==> src/assert_macros.svh <==
// Assertion helpers for the RTL files; only the datapath includes them.
`ifndef ASSERT_MACROS_SVH
`define ASSERT_MACROS_SVH

// Checked on every edge, also during reset.
`define OHFM_ASSERT_ALWAYS(lbl, prop, msg) \
  lbl: assert property (@(posedge clk) prop) else $error(msg);

// Checked only out of reset.
`define OHFM_ASSERT_RUN(lbl, prop, msg) \
  lbl: assert property (@(posedge clk) disable iff (!rst_n) prop) else $error(msg);

`endif

==> src/ohfm_pkg.sv <==
package ohfm_pkg;

  localparam int HITS_PER_ORBIT_DEF = 64;

  localparam logic [1:0] ACT_ADD   = 2'd0;
  localparam logic [1:0] ACT_ORBIT = 2'd1;
  localparam logic [1:0] ACT_MERGE = 2'd2;
  localparam logic [1:0] ACT_NONE  = 2'd3;

  localparam logic [21:0] BC_WRAP = 22'h100000;
  localparam logic [22:0] MAX_GAP = 23'd8;
  localparam logic [23:0] ADC_MAX = 24'hFFFFFF;

  localparam int IN_DATA_W  = 168;
  localparam int OUT_DATA_W = 136;
  localparam int OUT_WORD_W = 129;

  typedef enum logic [3:0] {
    ST_IDLE,
    ST_M_ARD,
    ST_M_ACHK,
    ST_M_BRD,
    ST_M_BCMP,
    ST_S_CHK,
    ST_F_RD,
    ST_F_CHK,
    ST_F_PUSH,
    ST_F_END
  } state_t;

  typedef struct packed {
    logic latch;
    logic add_wr;
    logic rd_en;
    logic load_a;
    logic merge_wr;
    logic pend_load;
    logic push;
    logic push_last;
    logic swap;
  } cmd_t;

  typedef struct packed {
    logic cur_sel;
    logic a_zero;
    logic merge_ok;
    logic emit_ok;
    logic pend_valid;
    logic out_free;
    logic same_orbit;
    logic cross_skip;
  } status_t;

endpackage

==> src/ohfm_ctrl.sv <==
module ohfm_ctrl #(
  parameter int HITS_PER_ORBIT = ohfm_pkg::HITS_PER_ORBIT_DEF
) (
  input  logic                                    clk,
  input  logic                                    rst_n,
  input  logic                                    in_tvalid,
  output logic                                    in_tready,
  input  logic [1:0]                              in_action,
  input  ohfm_pkg::status_t                       st,
  input  logic [$clog2(HITS_PER_ORBIT+1)-1:0]     np,
  input  logic [$clog2(HITS_PER_ORBIT+1)-1:0]     nc,
  output ohfm_pkg::cmd_t                          cmd,
  output logic [$clog2(HITS_PER_ORBIT):0]         rd_addr
);
  import ohfm_pkg::*;

  localparam int FW = $clog2(HITS_PER_ORBIT + 1);
  localparam int IW = $clog2(HITS_PER_ORBIT);

  state_t          state_r, state_nxt;
  logic [FW-1:0]   i_r, i_nxt, j_r, j_nxt;
  logic            phase_r, phase_nxt;   // 0: previous within itself, 1: current into previous
  logic [FW-1:0]   lim_i;
  logic            cur, prv;

  always_ff @(posedge clk) begin
    if (!rst_n) begin
      state_r <= ST_IDLE;
      i_r     <= '0;
      j_r     <= '0;
      phase_r <= 1'b0;
    end else begin
      state_r <= state_nxt;
      i_r     <= i_nxt;
      j_r     <= j_nxt;
      phase_r <= phase_nxt;
    end
  end

  always_comb begin
    cur       = st.cur_sel;
    prv       = ~st.cur_sel;
    lim_i     = phase_r ? nc : np;
    state_nxt = state_r;
    i_nxt     = i_r;
    j_nxt     = j_r;
    phase_nxt = phase_r;
    cmd       = '0;
    rd_addr   = '0;
    in_tready = (state_r == ST_IDLE);
    unique case (state_r)
      ST_IDLE: begin
        if (in_tvalid) begin
          cmd.latch = 1'b1;
          unique case (in_action)
            ACT_ADD:   cmd.add_wr = 1'b1;
            ACT_ORBIT: state_nxt = ST_S_CHK;
            ACT_MERGE: begin
              i_nxt     = '0;
              phase_nxt = 1'b0;
              state_nxt = ST_M_ARD;
            end
            default: ;
          endcase
        end
      end
      ST_M_ARD: begin
        if (i_r == lim_i) begin
          if (!phase_r && !st.cross_skip) begin
            phase_nxt = 1'b1;
            i_nxt     = '0;
          end else begin
            state_nxt = ST_IDLE;
          end
        end else begin
          cmd.rd_en = 1'b1;
          rd_addr   = {(phase_r ? cur : prv), i_r[IW-1:0]};
          state_nxt = ST_M_ACHK;
        end
      end
      ST_M_ACHK: begin
        cmd.load_a = 1'b1;
        if (st.a_zero) begin
          j_nxt     = '0;
          state_nxt = ST_M_BRD;
        end else begin
          i_nxt     = i_r + 1'b1;
          state_nxt = ST_M_ARD;
        end
      end
      ST_M_BRD: begin
        if (j_r == np) begin
          i_nxt     = i_r + 1'b1;
          state_nxt = ST_M_ARD;
        end else if (!phase_r && j_r == i_r) begin
          j_nxt = j_r + 1'b1;
        end else begin
          cmd.rd_en = 1'b1;
          rd_addr   = {prv, j_r[IW-1:0]};
          state_nxt = ST_M_BCMP;
        end
      end
      ST_M_BCMP: begin
        if (st.merge_ok) begin
          cmd.merge_wr = 1'b1;
          i_nxt        = i_r + 1'b1;
          state_nxt    = ST_M_ARD;
        end else begin
          j_nxt     = j_r + 1'b1;
          state_nxt = ST_M_BRD;
        end
      end
      ST_S_CHK: begin
        i_nxt     = '0;
        state_nxt = st.same_orbit ? ST_IDLE : ST_F_RD;
      end
      ST_F_RD: begin
        if (i_r == np) begin
          state_nxt = ST_F_END;
        end else begin
          cmd.rd_en = 1'b1;
          rd_addr   = {prv, i_r[IW-1:0]};
          state_nxt = ST_F_CHK;
        end
      end
      ST_F_CHK: begin
        if (st.emit_ok && st.pend_valid) begin
          state_nxt = ST_F_PUSH;
        end else begin
          cmd.pend_load = st.emit_ok;
          i_nxt         = i_r + 1'b1;
          state_nxt     = ST_F_RD;
        end
      end
      ST_F_PUSH: begin
        // held word goes out, the one just read takes its place
        if (st.out_free) begin
          cmd.push      = 1'b1;
          cmd.pend_load = 1'b1;
          i_nxt         = i_r + 1'b1;
          state_nxt     = ST_F_RD;
        end
      end
      ST_F_END: begin
        if (!st.pend_valid) begin
          cmd.swap  = 1'b1;
          state_nxt = ST_IDLE;
        end else if (st.out_free) begin
          cmd.push      = 1'b1;
          cmd.push_last = 1'b1;
          cmd.swap      = 1'b1;
          state_nxt     = ST_IDLE;
        end
      end
      default: state_nxt = ST_IDLE;
    endcase
  end

endmodule

==> config.mk <==
export PLATFORM = sky130hd
export DESIGN_NAME = ohfm_ctrl
export DESIGN_NICKNAME = d
export VERILOG_FILES = /design/src/assert_macros.svh /design/src/ohfm_pkg.sv /design/src/ohfm_ctrl.sv
export SDC_FILE = /design/constraint.sdc
export NUM_CORES = 1
export LEC_CHECK = 0
export BUFFER_PORTS_ARGS = -buffer_cell sky130_fd_sc_hd__buf_4
export CAP_MARGIN = 25
export CELL_PAD_IN_SITES_DETAIL_PLACEMENT = 0
export CELL_PAD_IN_SITES_GLOBAL_PLACEMENT = 1
export CORE_MARGIN = 5
export CORE_UTILIZATION = 34
export DETAILED_ROUTE_END_ITERATION = 16
export GPL_TIMING_DRIVEN = 0
export PLACE_DENSITY = 0.77
export SLEW_MARGIN = 30
export SYNTH_ARGS = -nofsm -noshare
export SYNTH_HDL_FRONTEND = slang
export SYNTH_SLANG_ARGS = --single-unit
==> constraint.sdc <==
create_clock -name clk -period 2.1 [get_ports clk]
set_input_delay 0.105 -clock clk [delete_from_list [all_inputs] [get_ports clk]]
set_output_delay 0.105 -clock clk [all_outputs]
set_load 0.02 [all_outputs]
* Word-level counts from Yosys, hierarchy flattened
Index checks and enable logic that the tools add are counted.
** Cells by class
- Add/subtract/negate cells :: 2
- Equal/unequal tests :: 32
- Mux-type cells :: 61
- Bitwise gates (word level) :: 1
- Reductions and logical operators :: 14
** Operators by type and width (count)
- two-way mux 7 bit :: 18
- one-hot mux 7 bit (8 select lines) :: 1
- one-hot mux 7 bit (3 select lines) :: 2
- two-way mux 4 bit :: 10
- one-hot mux 4 bit (10 select lines) :: 1
- equality test 7 bit :: 4
- != test 2 bit, second input constant :: 12
- equality test 4 x 3 -> 1 bit, second input constant :: 4
- two-way mux 1 bit :: 15
- adder 7 x 1 -> 7 bit, second input constant :: 2
- two-way mux 2 bit :: 7
- AND reduction 10 bit :: 1
- AND reduction 5 bit :: 2
- != test 3 bit, second input constant :: 3
- equality test 4 x 2 -> 1 bit, second input constant :: 2
- equality test 4 bit, second input constant :: 2
- one-hot mux 4 bit (2 select lines) :: 1
- nonzero test 8 bit :: 1
- two-way mux 3 bit :: 2
- one-hot mux 1 bit (2 select lines) :: 3
- AND reduction 6 bit :: 1
- equality test 4 x 1 -> 1 bit, second input constant :: 1
- zero test 4 bit :: 1
- logical AND 1 bit :: 3
- other kinds (10) :: 11
** Storage, ports and cells
- Bits in registers :: 19
- Bits of input ports :: 27

* Logic depth before layout (Yosys ltp)
Gate-level depths: netlist of the first run.
- Depth after elaboration :: 5
- Gate-level depth with buffers :: 8
- Gate-level depth less buffers :: 6

* Least setup slack after synthesis of the first run
Ideal clock, no wire load.
- Kind :: register to output
- Start point :: reg state_r[1]
- End point :: out cmd[7] in the netlist's numbering
- Arrival time :: 2.207 ns
- Data required time :: 1.995 ns
- Path slack :: -0.212 ns
- Stages on the path, launching flop included :: 4
- Buffers on the path :: 0
- Path through :: dfxtp_1 > nor4_1 > and2_1 > nor3b_1
** RTL lines
- from (decl) :: line ohfm_ctrl.sv:20 : state_t state_r, state_nxt;
- from (signal assigned) :: line ohfm_ctrl.sv:33 : state_r <= state_nxt;
- to (decl) :: line ohfm_ctrl.sv:12 : output ohfm_pkg::cmd_t cmd,

* Worst setup path in the final report of the first run
- Start point :: reg state_r[0]
- End point :: reg i_r[5]
** On the way
- Cells in the longest elaborated chain, start to end :: 3
** RTL lines
- equality test 4 bit (tied with other cells) :: line ohfm_ctrl.sv:51 : unique case (state_r)
- nonzero test 8 bit (no line) (tied with other cells)
- AND reduction 10 bit (no line)
- to (signal assigned) :: line ohfm_ctrl.sv:34 : i_r <= i_nxt;
- to (decl) :: line ohfm_ctrl.sv:21 : logic [FW-1:0] i_r, i_nxt, j_r, j_nxt;
Several ways; a longest one is shown, not always the timed one.
A chain may end at the register's enable or synchronous reset.

==> impl_metrics.ini, run 1 <==
[timing]
worst_pin_slew_ps = 558
finalSetupViolations = 5
period_share_pct = 104
final.setup.tns_ps = -312
rsz0062_at_grt = true
layout_setup_ws_ps = -89.2
fmax_mhz = 457
hold_viol_final = 0
max-slew-margin-rel_pct = 62.8
clock_skew_ps = 1.42
finalHoldWorstSlack_ps = 178
finalMaxSlewViolations = 0
final.min_clock_period_ps = 2190

[placement]
routabilityCongestion = 0.873
place.port_buffers = 43
dp_hpwl_um = 4120
place_area_um2 = 2210

[setup_path]
critPathCapture = i_r[5]
cp.arrival_ps = 2380
r2r_slack_ps = -90
r2r_end = i_r[5]
cp-start-kind = flop
cp-startpoint = state_r[0]
crit_fanout = 5
cp_data_required_time_ps = 2290
end_kind = flop
critical_path_class = flop to flop
reg2reg_from = state_r[0]
r2r_cells = 7

[cts]
path_clk_slew_ps = 70
cts_buffers = 3
htreeDepth = 1
cts_sinks = 19
hold_buffers = 0
clockRootBuffer = clkbuf_8
clkLatencyLatePin_ps = 260
max-clock-path-buffers = 2
cts_tree = yes

[grt]
grt_use_met2_pct = 29.0
grt_pass1_vias = 1944
use_met1_pct = 22.2
use_met3_pct = 3.47
grt_usage_pct = 17.0
antenna_found_initial = 0
grt_pass1_wl_um = 8940
gr-total-overflow = 0
grt_max_degree = 11
grt.busiest_layer = met2

[synth]
synth_simple_gate_area_share_pct = 31.5
synth_top_family_by_area = simple AND/OR/NAND/NOR gates
syn_nets = 273
synth_top_area_share_pct = 21.4
syn_avg_cell_area_um2 = 7.29
synth_area_leaders = dfxtp_1 21%, xnor2_1 8.9%, xor2_1 5.4%
synth_compound_area_share_pct = 23.4
synth_xor_xnor_area_share_pct = 14.3
ys_seq_area_share_pct = 21.4
yosys_warnings = 0
synth_ff_type = dfxtp_1
async_flop_share_pct = 0
synth_seq_cells = 19
synth_fa_ha_area_share_pct = 1.41
synth.distinct_cells = 45
synth-edff-count = 0
synth_top_cell_by_area = dfxtp_1
synth.area.mux_share_pct = 1.69
syn_area_um2 = 1780
syn_inst = 244

[detailed_routing]
drt_iter0_drc = 70
wl_um = 5480
wl_per_cell_um = 14.7
route.detailed.drc = 0
ant_nets = 0
dr.pass1.iters = 4
num_vias = 1963
drt-vias-per-instance = 5.25

[flow_run]
cap_violations = 0

[floorplan]
die_area_um2 = 6780
core_um2 = 5110
dieWidth_um = 82.3
io_pins = 44
rows = 26
fp.dieH_um = 82.3
start_util_pct = 34.8

[outcome]
violations = setup timing
status = finished, violations left

[pwr]
peakVddDrop_mv = 0.581
total_power_w = 0.00254
p_per_area_nw_per_um2 = 959
leakage_nw = 1.05

[hold_path]
min_path_type = primary input to flop

[final_layout]
design_area_um2 = 2650
fin_util_pct = 51.8
final_nets = 334
drive_above_1_share_pct = 41.1
n_antenna_cell = 0
area_growth_pct = 48.8
[cells in the mapped netlist (all sizes together), types with 4 or more instances]
master  number
or2          5
or4          5
nor2b        7
o31ai        5
nand3        9
a22o         6
inv          8
xor2        11
xnor2       18
o21ai       12
nand2       24
nor3         7
or3          9
a21oi       13
o22ai        4
nor2        14
nor4         4
clkbuf      19
dfxtp       19
[layout by cell type (no fill, tap or decap), types with 3 or more instances in the layout]
cell type	instances
buf_6	4
o22ai_1	4
o31ai_1	4
a21oi_2	4
dfxtp_4	3
xor2_1	11
nor2b_1	6
nand2_1	24
or4_1	5
o21ai_0	5
xnor2_2	4
or2_2	4
xnor2_1	14
a22o_1	6
a21boi_0	3
nand3_1	8
dfxtp_1	5
nor3_1	7
nand2b_1	3
mux2i_1	3
nor4_2	3
dfxtp_2	11
buf_4	63
or3_1	8
clkbuf_8	10
inv_1	8
nor2_1	13
o21ai_1	7
a21oi_1	9
and2_1	3
[critical path, stage by stage, from the launching register on]
cell and delay [ps]:
dfxtp_2 330, buf_6 100, a21bo_1 200, a21o_1 150, a2111o_1 380, or4b_4 560, or3_1 330, o21ai_1 70
[per-layer routing]
metal	wire length, um	vias up
li1	-	994
met1	2630	935
met2	2600	32
met3	221	2
met4	23	0
met5	0	-
[registers in the layout, indices dropped and copies added (netlist names)]
| register | flops |
|---|---|
| j_r | 7 |
| phase_r | 1 |
| state_r | 4 |
| i_r | 7 |
[repair_timing]
item                       in CTS  in global routing
setup buffers                  15                  7
setup endpoints to repair      25                 20
pin swaps                       8                  9
gates resized for setup        58                 23
[metrics by stage]
stage	setup slack, ps	instances
floorplan	-25.0	244
global placement	-280	357
detailed placement	-349	357
CTS	-90.1	371
global route	-155	374
finish	-89.2	374
[where the power goes]
part | total (W) | leakage, nW | switching (W) | internal [W]
combinational | 0.00180 | 0.864 | 0.000901 | 0.000902
sequential | 0.000474 | 0.161 | 0.0000612 | 0.000412
clock | 0.000259 | 0.0228 | 0.000125 | 0.000135
[worst min-delay path by stage]
stage,startpoint,to,slack [ps],cells past startpoint
global placement,rst_n,state_r[3],440,3
finish,rst_n,state_r[3],180,3
detailed placement,rst_n,state_r[3],440,3
global route,rst_n,state_r[3],220,3
CTS,rst_n,state_r[3],160,3
floorplan,rst_n,state_r[3],270,2
[cell type report]
| cell class | instances | area (um2) |
|---|---|---|
| fill | 512 | 2460 |
| multi-input combinational | 197 | 1450 |
| timing repair buffer | 65 | 499 |
| sequential | 19 | 405 |
| buffer | 11 | 124 |
| tap | 70 | 87.6 |
| clock buffer | 4 | 45.0 |
| inverter | 8 | 30.0 |
[cells by family after synthesis]
kind of cell             Yosys count
AO/OA/AOI/OAI                     61
XOR/XNOR                          29
adder cells (fa/ha/maj)            2
buffers and inverters             28
flip-flops                        19
multiplexers                       3
AND/OR/NAND/NOR                  102
Note: power is estimated with default switching activity, not from simulation.
==> inputs of run 2 (changes only) <==
Settings changed: SETUP_SLACK_MARGIN from default to 0.5.
==> impl_metrics.ini, run 2 (synthesized netlist as in run 1, its figures left out) <==
[setup_path]
reg2reg_from = state_r[0]
cp-startpoint = state_r[0]
cp.arrival_ps = 2380
cp-start-kind = flop
crit_fanout = 6
cp_data_required_time_ps = 2290
end_kind = flop
critical_path_class = flop to flop
r2r_cells = 7

[hold_path]
timing.hold.worst_path_depth = 3
min_path_type = primary input to flop
hp-start = rst_n

[placement]
routabilityCongestion = 0.804
dp_hpwl_um = 4150
post-place-ws_ps = -267
place.port_buffers = 43
place_area_um2 = 2390

[cts]
clockRootBuffer = clkbuf_8
max-clock-path-buffers = 2
clkLatencyLatePin_ps = 260
path_clk_slew_ps = 70
cts_tree = yes
cts_buffers = 3
cts_sinks = 19
htreeDepth = 1

[timing]
max-slew-margin-rel_pct = 63.3
clock_skew_ps = 2.54
fmax_mhz = 456
final.setup.tns_ps = -642
period_share_pct = 104
finalSetupViolations = 12
layout_setup_ws_ps = -91.5
hold_viol_final = 0
final.min_clock_period_ps = 2190
finalHoldWorstSlack_ps = 189
rsz0062_at_grt = true
finalMaxSlewViolations = 0
worst_pin_slew_ps = 550

[pwr]
leakage_nw = 1.31
peakVddDrop_mv = 0.625
p_per_area_nw_per_um2 = 907

[outcome]
status = finished, violations left
violations = setup timing

[detailed_routing]
num_vias = 2106
dr.pass1.iters = 4
drt_iter0_drc = 85
wl_um = 6350
drt-vias-per-instance = 5.25
route.detailed.drc = 0
ant_nets = 0
wl_per_cell_um = 15.8

[grt]
grt_pass1_wl_um = 9720
grt_max_degree = 11
grt_usage_pct = 18.6
gr-total-overflow = 0
antenna_found_initial = 0
grt_pass1_vias = 2031

[final_layout]
final_cell_mix = 62 x buf_4, 23 x nand2_1, 22 x buf_6
drive_above_1_share_pct = 58.9
design_area_um2 = 3260
final_nets = 361
area_growth_pct = 83.1
final_common_cell = buf_4
largestRegisters = i_r: 7 flops, j_r: 7 flops, state_r: 4 flops
n_antenna_cell = 0

[flow_run]
cap_violations = 0

[floorplan]
rows = 26
core_um2 = 5110
start_util_pct = 34.8
fp.dieH_um = 82.3
io_pins = 44
die_area_um2 = 6780
dieWidth_um = 82.3
==> run 2: changes by cell type in the layout (fill, tap and decap cells not counted), sizes merged <==
cell / previous run / this run
buf: 67 / 93
clkbuf: 13 / 14
==> run 2: timing repair <==
item	in CTS	in global routing
setup buffers	28	12
gates cloned	0	0
pin swaps	26	17
gates resized for setup	72	56
endpoints found under the setup margin	32	32
hold buffers	0	0
==> run 2: through the flow <==
| stage | total power, W | std cells | util (%) |
|---|---|---|---|
| final | 0.00295 | 401 | 63.7 |
| after global routing | 0.00312 | 401 | 63.7 |
| after CTS | 0.00268 | 389 | 57.8 |
| after detailed placement | 0.00192 | 357 | 46.7 |
| after global placement | 0.00192 | 357 | 46.7 |
| after floorplan | 0.00153 | 244 | - |
==> run 2: final timing paths <==
path                            slack (ps)          to
worst max-delay path                   -90      i_r[3]
worst min-delay path                   190  state_r[3]
worst max register to register         -90      i_r[3]
worst min register to register         560      j_r[5]
==> run 2: layer usage <==
metal	GRT usage [%]	share of wire, %	up-vias	routed length (um)
met1	24.9	44	1009	2780
met4	2.66	0.68	0	43
li1	-	-	1046	-
met2	31.8	51	47	3260
met3	3.04	4.3	4	274
met5	0	0	-	0
==> run 2: cell type report <==
| type | instances | area [um2] |
|---|---|---|
| fill | 437 | 1850 |
| multi-input combinational | 197 | 1740 |
| timing repair buffer | 83 | 711 |
| sequential | 19 | 405 |
| buffer | 20 | 233 |
| tap | 70 | 87.6 |
| clock buffer | 4 | 45.0 |
| inverter | 8 | 30.0 |
==> run 2: worst max-delay path: stages (launching register included) <==
cell and delay (ps):
dfxtp_2 340, buf_6 120, a21bo_1 200, a21o_1 150, a2111o_1 380, or4b_4 540
or3_1 320, o21ai_1 80
==> run 2: where the power goes <==
group | switching [W] | internal [W] | leakage, nW
Sequential | 0.0000751 | 0.000418 | 0.161
Clock | 0.000127 | 0.000135 | 0.0228
Combinational | 0.00108 | 0.00111 | 1.13
Total | 0.00128 | 0.00167 | 1.31
==> inputs of run 3 (changes only) <==
Settings changed: PLACE_DENSITY 0.77 to 0.74.
==> impl_metrics.ini, run 3 (synthesized netlist as in run 1, its figures left out) <==
[outcome]
status = finished, violations left
violations = setup timing

[detailed_routing]
num_vias = 2074
ant_nets = 0
drt_iter0_drc = 102
route.detailed.drc = 0
wl_per_cell_um = 14.6
dr.pass1.iters = 4
drt-vias-per-instance = 5.30
wl_um = 5720

[cts]
cts_buffers = 3
hold_buffers = 0
cts_sinks = 19
clockRootBuffer = clkbuf_8
path_clk_slew_ps = 70
clkLatencyLatePin_ps = 260
cts_tree = yes
htreeDepth = 1
max-clock-path-buffers = 2

[floorplan]
die_area_um2 = 6780
fp.dieH_um = 82.3
dieWidth_um = 82.3
io_pins = 44
rows = 26
core_um2 = 5110
start_util_pct = 34.8

[grt]
grt_max_degree = 11
grt_pass1_vias = 1890
gr-total-overflow = 0
grt_pass1_wl_um = 8810
grt_usage_pct = 16.9
antenna_found_initial = 0

[setup_path]
reg2reg_from = state_r[2]
worstPathCellList = clkbuf_8 -> o31a_1 -> a2111o_1 -> or4b_4 -> or3_1 -> o21ai_1
end_kind = flop
cp-start-kind = flop
r2r_slack_ps = -100
r2r_end = i_r[3]
cp_data_required_time_ps = 2300
r2r_cells = 6
slowest_delay_ps = 540
crit_fanout = 10
cp-startpoint = state_r[2]
cp.arrival_ps = 2400
critical_path_class = flop to flop
slowest_stage = or4b_4

[placement]
dp_cells = 357
place_area_um2 = 2390
place.port_buffers = 43
post-place-ws_ps = -273
dp_hpwl_um = 4210
routabilityCongestion = 0.773

[pwr]
total_power_w = 0.00280
p_per_area_nw_per_um2 = 940
peakVddDrop_mv = 0.619
leakage_nw = 1.21

[final_layout]
final_common_cell = buf_4
area_growth_pct = 67.6
design_area_um2 = 2980
final_nets = 351
n_antenna_cell = 0
final_cell_mix = 61 x buf_4, 24 x nand2_1, 16 x buf_6
drive_above_1_share_pct = 49.5
fin_cells = 391
largestRegisters = i_r: 7 flops, j_r: 7 flops, state_r: 4 flops

[hold_path]
hp-start = rst_n
timing.hold.worst_path_depth = 3
whs_endpoint = state_r[3]
min_path_type = primary input to flop

[timing]
period_share_pct = 105
hold_viol_final = 0
finalMaxSlewViolations = 0
clock_skew_ps = 1.57
layout_setup_ws_ps = -101
final.min_clock_period_ps = 2200
worst_pin_slew_ps = 523
finalSetupViolations = 4
rsz0062_at_grt = true
fmax_mhz = 454
final.setup.tns_ps = -323
max-slew-margin-rel_pct = 65.1

[flow_run]
cap_violations = 0
run 3: cell types whose count changed in the layout (fill, tap and decap cells not counted), sizes merged:
| cell | delta |
|---|---|
| clkbuf | +2 |
| buf | -12 |
run 3: critical path: cells and delay by family (launching register included):
kind | cells | cell delay [ps]
flops | 1 | 390
buf+inv | 1 | 180
simple gates | 2 | 870
compound gates | 3 | 700
run 3: routing by layer:
metal | part of all wire [%] | vias up | wire, um | track usage (%)
li1 | - | 1031 | - | -
met2 | 50 | 42 | 2840 | 29.3
met5 | 0 | - | 0 | 0
met1 | 46 | 988 | 2610 | 22.0
met4 | 1.0 | 0 | 57 | 2.49
met3 | 3.8 | 13 | 220 | 3.25
run 3: worst max path at each step:
stage,to,slack [ps],cells past startpoint
CTS,i_r[3],-110,7
global route,i_r[3],-180,6
finish,i_r[3],-100,6
floorplan,i_r[5],-30,7
global placement,i_r[4],-260,7
detailed placement,j_r[0],-270,8
run 3: power breakdown:
part	total, W	switching, W	leakage (nW)	internal, W
clock	0.000266	0.000130	0.0228	0.000135
sequential	0.000483	0.0000658	0.160	0.000417
combinational	0.00205	0.000992	1.03	0.00106
run 3: per-stage QoR:
stage	util (%)	hold slack, ps
final	58.4	168
after floorplan	-	268
after detailed placement	46.7	430
after global placement	46.7	430
after CTS	53.4	152
after global routing	58.4	198
run 3: what timing repair did:
item / 4_1_cts / 5_1_grt
setup buffers: 16 / 14
pin swaps: 17 / 27
resized for setup: 42 / 48
setup endpoints to repair: 32 / 31
gates cloned: 0 / 0
run 3: cell type report:
| type | count | area [um2] |
|---|---|---|
| fillers | 479 | 2130 |
| well taps | 70 | 87.6 |
| flip-flops and latches | 19 | 402 |
| clock buffers | 4 | 45.0 |
| inverters | 8 | 30.0 |
| repair buffers | 73 | 597 |
| multi-input cells | 197 | 1600 |
| plain buffers | 20 | 224 |
